--- config.mk ---
export PLATFORM = sky130hd
export DESIGN_NAME = rng_peripheral_ready_timer
export DESIGN_NICKNAME = d
export VERILOG_FILES = /design/src/sv/rngrt_pkg.sv /design/src/sv/rng_peripheral_ready_timer.sv /design/src/sv/rngrt_regs.sv /design/src/sv/rngrt_core.sv
export SDC_FILE = /design/constraint.sdc
export NUM_CORES = 1
export LEC_CHECK = 0
export ABC_AREA = 1
export BUFFER_PORTS_ARGS = -buffer_cell sky130_fd_sc_hd__buf_2
export CAP_MARGIN = 20
export CORE_AREA = 5 5 101 112
export DETAILED_ROUTE_END_ITERATION = 10
export DIE_AREA = 0 0 106 117
export GPL_TIMING_DRIVEN = 0
export PLACE_DENSITY = 0.89
export SLEW_MARGIN = 30
export SYNTH_ARGS = -nofsm -noshare
export SYNTH_HDL_FRONTEND = slang
export SYNTH_SLANG_ARGS = --single-unit
--- constraint.sdc ---
create_clock -name clk -period 4.8 [get_ports clk]
set_input_delay 0 -clock clk [delete_from_list [all_inputs] [get_ports clk]]
set_output_delay 0 -clock clk [all_outputs]
set_load 0.005 [all_outputs]
--- src/sv/rngrt_pkg.sv ---
// Package for the random number ready timer.
// Holds operation codes, register indexes, transaction structs and the
// countdown load function; no dependencies.
package rngrt_pkg;

  localparam int unsigned FIRST_EXTRA_DELAY = 128;
  localparam int unsigned CORRECTED_DELAY   = 120;
  localparam int unsigned RAW_DELAY         = 30;

  localparam int unsigned CountW  = 8;
  localparam int unsigned ValueW  = 32;
  localparam int unsigned CfgAddrW = 3;
  localparam int unsigned CfgDataW = 32;

  typedef enum logic [2:0] {
    OP_TICK      = 3'd0,
    OP_START     = 3'd1,
    OP_STOP      = 3'd2,
    OP_EN_SET    = 3'd3,
    OP_EN_CLR    = 3'd4,
    OP_EVT_WRITE = 3'd5
  } op_t;

  typedef enum logic {
    REG_BIAS_CORRECTION = 1'b0,
    REG_STOP_ON_READY   = 1'b1
  } reg_idx_t;

  typedef struct packed {
    op_t               operation;
    logic              write_bit;
    logic [ValueW-1:0] entropy_word;
  } item_t;

  typedef struct packed {
    logic [ValueW-1:0] random_value;
    logic              ready_event;
    logic              irq_line;
    logic              ready_pulse;
    logic              running;
    logic              irq_enabled;
  } result_t;

  typedef struct packed {
    logic bias_correction;
    logic stop_on_ready;
  } cfg_t;

  function automatic logic [CountW-1:0] load_value(input logic first, input logic bias);
    logic [CountW:0] sum;
    logic [CountW:0] limit;
    limit = {1'b0, {CountW{1'b1}}};
    sum   = first ? (CountW+1)'(FIRST_EXTRA_DELAY) : '0;
    sum   = sum + (bias ? (CountW+1)'(CORRECTED_DELAY) : (CountW+1)'(RAW_DELAY));
    if (sum > limit) begin
      sum = limit;
    end
    return sum[CountW-1:0];
  endfunction

endpackage

--- src/sv/rng_peripheral_ready_timer.sv ---
// Random number ready timer: one transaction (tick, task or register access)
// is accepted every clock cycle unless a stalled result blocks it. It is held in
// the item register, and its result is loaded into the result register, where
// it waits to be taken. The state update between the two registers is
// combinational, which allows that rate, and a stalled result holds both stages.
// Configuration: bias_correction at byte 0x0, stop_on_ready at 0x4 (bit 0).
// Depends on rngrt_pkg, rngrt_regs and rngrt_core.
module rng_peripheral_ready_timer
  import rngrt_pkg::*;
(
  input  logic                clk,
  input  logic                rst,
  input  logic                item_valid,
  output logic                item_ready,
  input  item_t               item,
  output logic                result_valid,
  input  logic                result_ready,
  output result_t             result,
  input  logic                psel,
  input  logic                penable,
  input  logic                pwrite,
  input  logic [CfgAddrW-1:0] paddr,
  input  logic [CfgDataW-1:0] pwdata,
  output logic [CfgDataW-1:0] prdata,
  output logic                pready
);

  cfg_t    cfg;
  item_t   stage;
  logic    stage_valid;
  logic    advance;
  logic    process;
  result_t result_next;

  assign advance    = !result_valid || result_ready;
  assign process    = stage_valid && advance;
  assign item_ready = !stage_valid || advance;

  always_ff @(posedge clk) begin
    if (rst) begin
      stage_valid <= 1'b0;
    end else if (item_ready) begin
      stage_valid <= item_valid;
    end
  end

  always_ff @(posedge clk) begin
    if (item_valid && item_ready) begin
      stage <= item;
    end
  end

  always_ff @(posedge clk) begin
    if (rst) begin
      result_valid <= 1'b0;
    end else if (advance) begin
      result_valid <= stage_valid;
    end
  end

  always_ff @(posedge clk) begin
    if (process) begin
      result <= result_next;
    end
  end

  rngrt_regs u_regs (
    .clk     (clk),
    .rst     (rst),
    .psel    (psel),
    .penable (penable),
    .pwrite  (pwrite),
    .paddr   (paddr),
    .pwdata  (pwdata),
    .prdata  (prdata),
    .pready  (pready),
    .cfg     (cfg)
  );

  rngrt_core u_core (
    .clk         (clk),
    .rst         (rst),
    .process     (process),
    .item        (stage),
    .cfg         (cfg),
    .result_next (result_next)
  );

endmodule

--- src/sv/rngrt_regs.sv ---
// APB configuration registers of the random number ready timer.
// Depends on rngrt_pkg.
module rngrt_regs
  import rngrt_pkg::*;
(
  input  logic                clk,
  input  logic                rst,
  input  logic                psel,
  input  logic                penable,
  input  logic                pwrite,
  input  logic [CfgAddrW-1:0] paddr,
  input  logic [CfgDataW-1:0] pwdata,
  output logic [CfgDataW-1:0] prdata,
  output logic                pready,
  output cfg_t                cfg
);

  logic     wr_en;
  reg_idx_t idx;
  logic     rd_bit;

  assign pready = 1'b1;
  assign wr_en  = psel && penable && pwrite;
  assign idx    = reg_idx_t'(paddr[2]);

  always_ff @(posedge clk) begin
    if (rst) begin
      cfg <= '0;
    end else if (wr_en) begin
      case (idx)
        REG_BIAS_CORRECTION: cfg.bias_correction <= pwdata[0];
        REG_STOP_ON_READY:   cfg.stop_on_ready   <= pwdata[0];
        default: ;
      endcase
    end
  end

  always_comb begin
    case (idx)
      REG_BIAS_CORRECTION: rd_bit = cfg.bias_correction;
      REG_STOP_ON_READY:   rd_bit = cfg.stop_on_ready;
      default:             rd_bit = 1'b0;
    endcase
  end

  assign prdata = {{(CfgDataW-1){1'b0}}, rd_bit};

endmodule

--- src/sv/rngrt_core.sv ---
// Countdown, value register, event and enable state of the ready timer.
// Depends on rngrt_pkg.
module rngrt_core
  import rngrt_pkg::*;
(
  input  logic    clk,
  input  logic    rst,
  input  logic    process,
  input  item_t   item,
  input  cfg_t    cfg,
  output result_t result_next
);

  logic              started_flag, started_flag_next;
  logic [CountW-1:0] ticks_left, ticks_left_next;
  logic              countdown_armed, countdown_armed_next;
  logic [ValueW-1:0] value_reg, value_reg_next;
  logic              event_flag, event_flag_next;
  logic              enable_bit, enable_bit_next;
  logic              pulse;

  always_comb begin
    started_flag_next    = started_flag;
    ticks_left_next      = ticks_left;
    countdown_armed_next = countdown_armed;
    value_reg_next       = value_reg;
    event_flag_next      = event_flag;
    enable_bit_next      = enable_bit;
    pulse                = 1'b0;
    case (item.operation)
      OP_TICK: begin
        if (countdown_armed) begin
          if (ticks_left <= CountW'(1)) begin
            value_reg_next  = item.entropy_word;
            ticks_left_next = load_value(1'b0, cfg.bias_correction);
            if (cfg.stop_on_ready) begin
              started_flag_next    = 1'b0;
              countdown_armed_next = 1'b0;
            end
            event_flag_next = 1'b1;
            pulse           = 1'b1;
          end else begin
            ticks_left_next = ticks_left - CountW'(1);
          end
        end
      end
      OP_START: begin
        if (!started_flag) begin
          started_flag_next    = 1'b1;
          ticks_left_next      = load_value(1'b1, cfg.bias_correction);
          countdown_armed_next = 1'b1;
        end
      end
      OP_STOP: begin
        started_flag_next    = 1'b0;
        countdown_armed_next = 1'b0;
      end
      OP_EN_SET: begin
        if (item.write_bit) begin
          enable_bit_next = 1'b1;
        end
      end
      OP_EN_CLR: begin
        if (item.write_bit) begin
          enable_bit_next = 1'b0;
        end
      end
      OP_EVT_WRITE: begin
        event_flag_next = item.write_bit;
      end
      default: ;
    endcase
  end

  always_ff @(posedge clk) begin
    if (rst) begin
      started_flag    <= 1'b0;
      ticks_left      <= '0;
      countdown_armed <= 1'b0;
      value_reg       <= '0;
      event_flag      <= 1'b0;
      enable_bit      <= 1'b0;
    end else if (process) begin
      started_flag    <= started_flag_next;
      ticks_left      <= ticks_left_next;
      countdown_armed <= countdown_armed_next;
      value_reg       <= value_reg_next;
      event_flag      <= event_flag_next;
      enable_bit      <= enable_bit_next;
    end
  end

  always_comb begin
    result_next.random_value = value_reg_next;
    result_next.ready_event  = event_flag_next;
    result_next.irq_line     = event_flag_next && enable_bit_next;
    result_next.ready_pulse  = pulse;
    result_next.running      = started_flag_next;
    result_next.irq_enabled  = enable_bit_next;
  end

  a_armed_tracks_running: assert property (@(posedge clk) disable iff (rst)
    countdown_armed == started_flag)
    else $error("countdown armed state differs from running flag");

  a_armed_count_nonzero: assert property (@(posedge clk) disable iff (rst)
    countdown_armed |-> (ticks_left != '0))
    else $error("armed countdown holds zero");

  a_stop_halts: assert property (@(posedge clk) disable iff (rst)
    (process && item.operation == OP_STOP) |=> (!started_flag && !countdown_armed))
    else $error("stop transaction left generator running");

endmodule

==> run summary <==
Synth Register Bits: 121
Antenna diodes: 0
Synth Area per Inst: 9.82 sq um
CORE AREA: 0.0101 sq mm
Port Buf Inserts: 83
Worst R2R Start: u_core.ticks_left[0]
Chip Width: 106 um
slew margin rel.: 0.588
GR Layer Usage met2: 0.397
CP Max Fanout: 10
WL/cell: 14.6 um
Synth-to-Final Area Change: 31.1%
placed instance count: 787
CP peak stage delay: 0.39 ns
I/O pin count: 150
Max Clk Rate: 504 MHz
min cycle time layout: 1.99 ns
setup TNS: 0 ns
Worst VDD drop: 0.226 mV
Pleak: 3.33 nW
buffer count from post-CTS setup fixing: 0
Cell Chain, Critical Path: inv_1, ha_1, buf_2, o21ai_2, nor2_4, nand2_4, buf_6, o211ai_2, and2_1
GRT Total Usage: 0.211
final hold violations: 0
Layout Cells excl Fill: 862
fin crit share: 0.414
Worst Max-Slew Pin Slew: 0.619 ns
CP Buf/Inv Count: 3
clock network latency to the later pin of the worst-skew pair: 0.41 ns
row cnt: 39
post-layout util: 0.698
largest net degree at the start of global routing: 47
DRT iter0 DRCs: 297
Seq/Total Area, Yosys: 0.584
GP Congestion: 0.869
first-pass GRT wire length: 20200 um
critical path launch point: u_core.ticks_left[0]
Avg Vias per Cell: 4.94
Pwr Density: 367 mW/mm^2
area of placed instances: 0.00611 sq mm
met1 Use GR: 0.219
initial antenna violation count: 0
fraction of layout cells with a size suffix above 1: 0.355
full die area: 0.0124 sq mm
GR peak layer: met2
Antenna Nets Post-Route: 0
Min-Delay Path Class: in -> reg
Crit Path Class: reg -> reg
Max Slew Vio Count: 0
CTS tree: built
final net count: 806
Hold Startpoint: penable
via count: 4262
clock tree root driver cell: clkbuf_16
Synth warnings: 0
die height: 117 um
post-detail-place hpwl: 8090 um
length of the first detailed-routing pass in iterations: 7
hold_ws: 0.0381 ns
clock sink count: 121
distinct cell type count after synthesis: 33
RSZ-0062 raised after global routing: no
Final setup violation count: 0
final worst clock skew: 0.00919 ns
Worst EP required: 4.96 ns
Total Wirelength: 12600 um
status: finished, final reports clean
Setup crit end kind: register
cts bufs inserted: 17
# H-tree levels: 4
CP arrival: 2.15 ns
GRT overflow: 0
vias in the first global route: 4337
clk buf depth: 2
# DRC: 0
Initial Utilization: 0.532
area of the mapped netlist: 0.00540 sq mm
max cap viols: 0
fin area: 0.00708 sq mm
Post-Synthesis Cells: 550
clock-pin slew on the worst setup and hold paths: 0.05 ns
Critical Path Source Type: register
Top delay family on crit path: buffers and inverters
met3 usage: 0.0488
CP max-delay cell: dfxtp_1
max reg flops: 37
cell usage after synthesis:
cell type	instances	area [sq um]
a21oi_1	16	80.1
and2_1	1	6.26
buf_1	2	7.51
buf_12	3	60.1
buf_2	6	30.0
buf_4	34	255
buf_6	4	45.0
clkbuf_1	3	11.3
clkbuf_2	1	5.00
conb_1	2	7.51
dfxtp_1	48	961
edfxtp_1	73	2190
ha_1	2	25.0
inv_1	60	225
inv_2	1	3.75
inv_4	1	6.26
inv_8	1	11.3
nand2_1	43	161
nand2_2	89	557
nand2_4	1	11.3
nand3_1	18	90.1
nand3b_1	1	7.51
nand4_1	3	18.8
nor2_1	84	315
nor2_2	2	12.5
nor2_4	3	33.8
nor3_1	1	5.00
o211ai_1	3	22.5
o211ai_2	1	12.5
o21ai_0	12	60.1
o21ai_1	29	145
o21ai_2	1	8.76
xnor2_1	1	8.76
cells by family (layout without fill, tap and decap cells):
| logic type | after synthesis | count (layout) | share of synthesized area |
|---|---|---|---|
| DFF | 121 | 121 | 0.584 |
| buffers and inverters | 116 | 275 | 0.122 |
| other | 2 | 32 | 0.00139 |
| xor gates and xnor gates | 1 | 1 | 0.00162 |
| adders and majority gates | 2 | 2 | 0.00463 |
| AOI/OAI and AO/OA | 62 | 62 | 0.0609 |
| and+or+nand+nor | 246 | 246 | 0.226 |
worst paths after layout:
| path | endpoint | cells after the start | slack (ns) |
|---|---|---|---|
| max | result[3] | 9 | 2.81 |
| min | u_regs.cfg[0] | 4 | 0.04 |
| max reg2reg | result[3] | 9 | 2.81 |
| min reg2reg | u_core.ticks_left[0] | 2 | 0.53 |
area by class of cell:
class / count / area, sq um
plain buffers: 53 / 417
clock buffers: 18 / 429
clock inverters: 14 / 108
fillers: 707 / 3070
inverters: 63 / 246
multi-input cells: 343 / 1700
flip-flops and latches: 121 / 3150
well taps: 123 / 154
repair buffers: 127 / 873
stage by stage:
stage               setup WS, ns  total power [mW]
detailed placement          2.84              1.44
global route                2.68              2.70
floorplan                   3.03              1.36
CTS                         2.83              2.61
global placement            2.75              1.43
finish                      2.81              2.60
layer usage:
metal | up-vias | wire, um
met1 | 1994 | 4710
li1 | 2047 | -
met4 | 0 | 384
met5 | - | 0
met3 | 38 | 798
met2 | 183 | 6690
tightest hold or removal path: stages:
cell and delay, ns:
buf_2 0.10, nand3_1 0.10, o21ai_0 0.08, a21oi_1 0.12
report_power, final:
part | internal (mW) | switching, mW
clock | 0.702 | 0.438
combinational | 0.117 | 0.140
sequential | 1.17 | 0.0318
cell usage in the layout, fill, tap and decap left out, types with 17 or more instances in the layout:
| master | instances |
|---|---|
| nor2_1 | 84 |
| clkbuf_16 | 17 |
| nand2_2 | 89 |
| edfxtp_1 | 73 |
| dlygate4sd3_1 | 43 |
| buf_2 | 88 |
| dfxtp_1 | 48 |
| nand2_1 | 43 |
| nand3_1 | 18 |
| o21ai_1 | 29 |
| buf_4 | 35 |
| conb_1 | 32 |
| inv_1 | 59 |
what timing repair did:
| action | CTS | global route |
|---|---|---|
| hold endpoints to repair | 40 | 0 |
| hold buffers | 43 | 0 |
| gates resized for setup | 0 | 0 |
No activity file was read; power rests on OpenSTA's default activity.
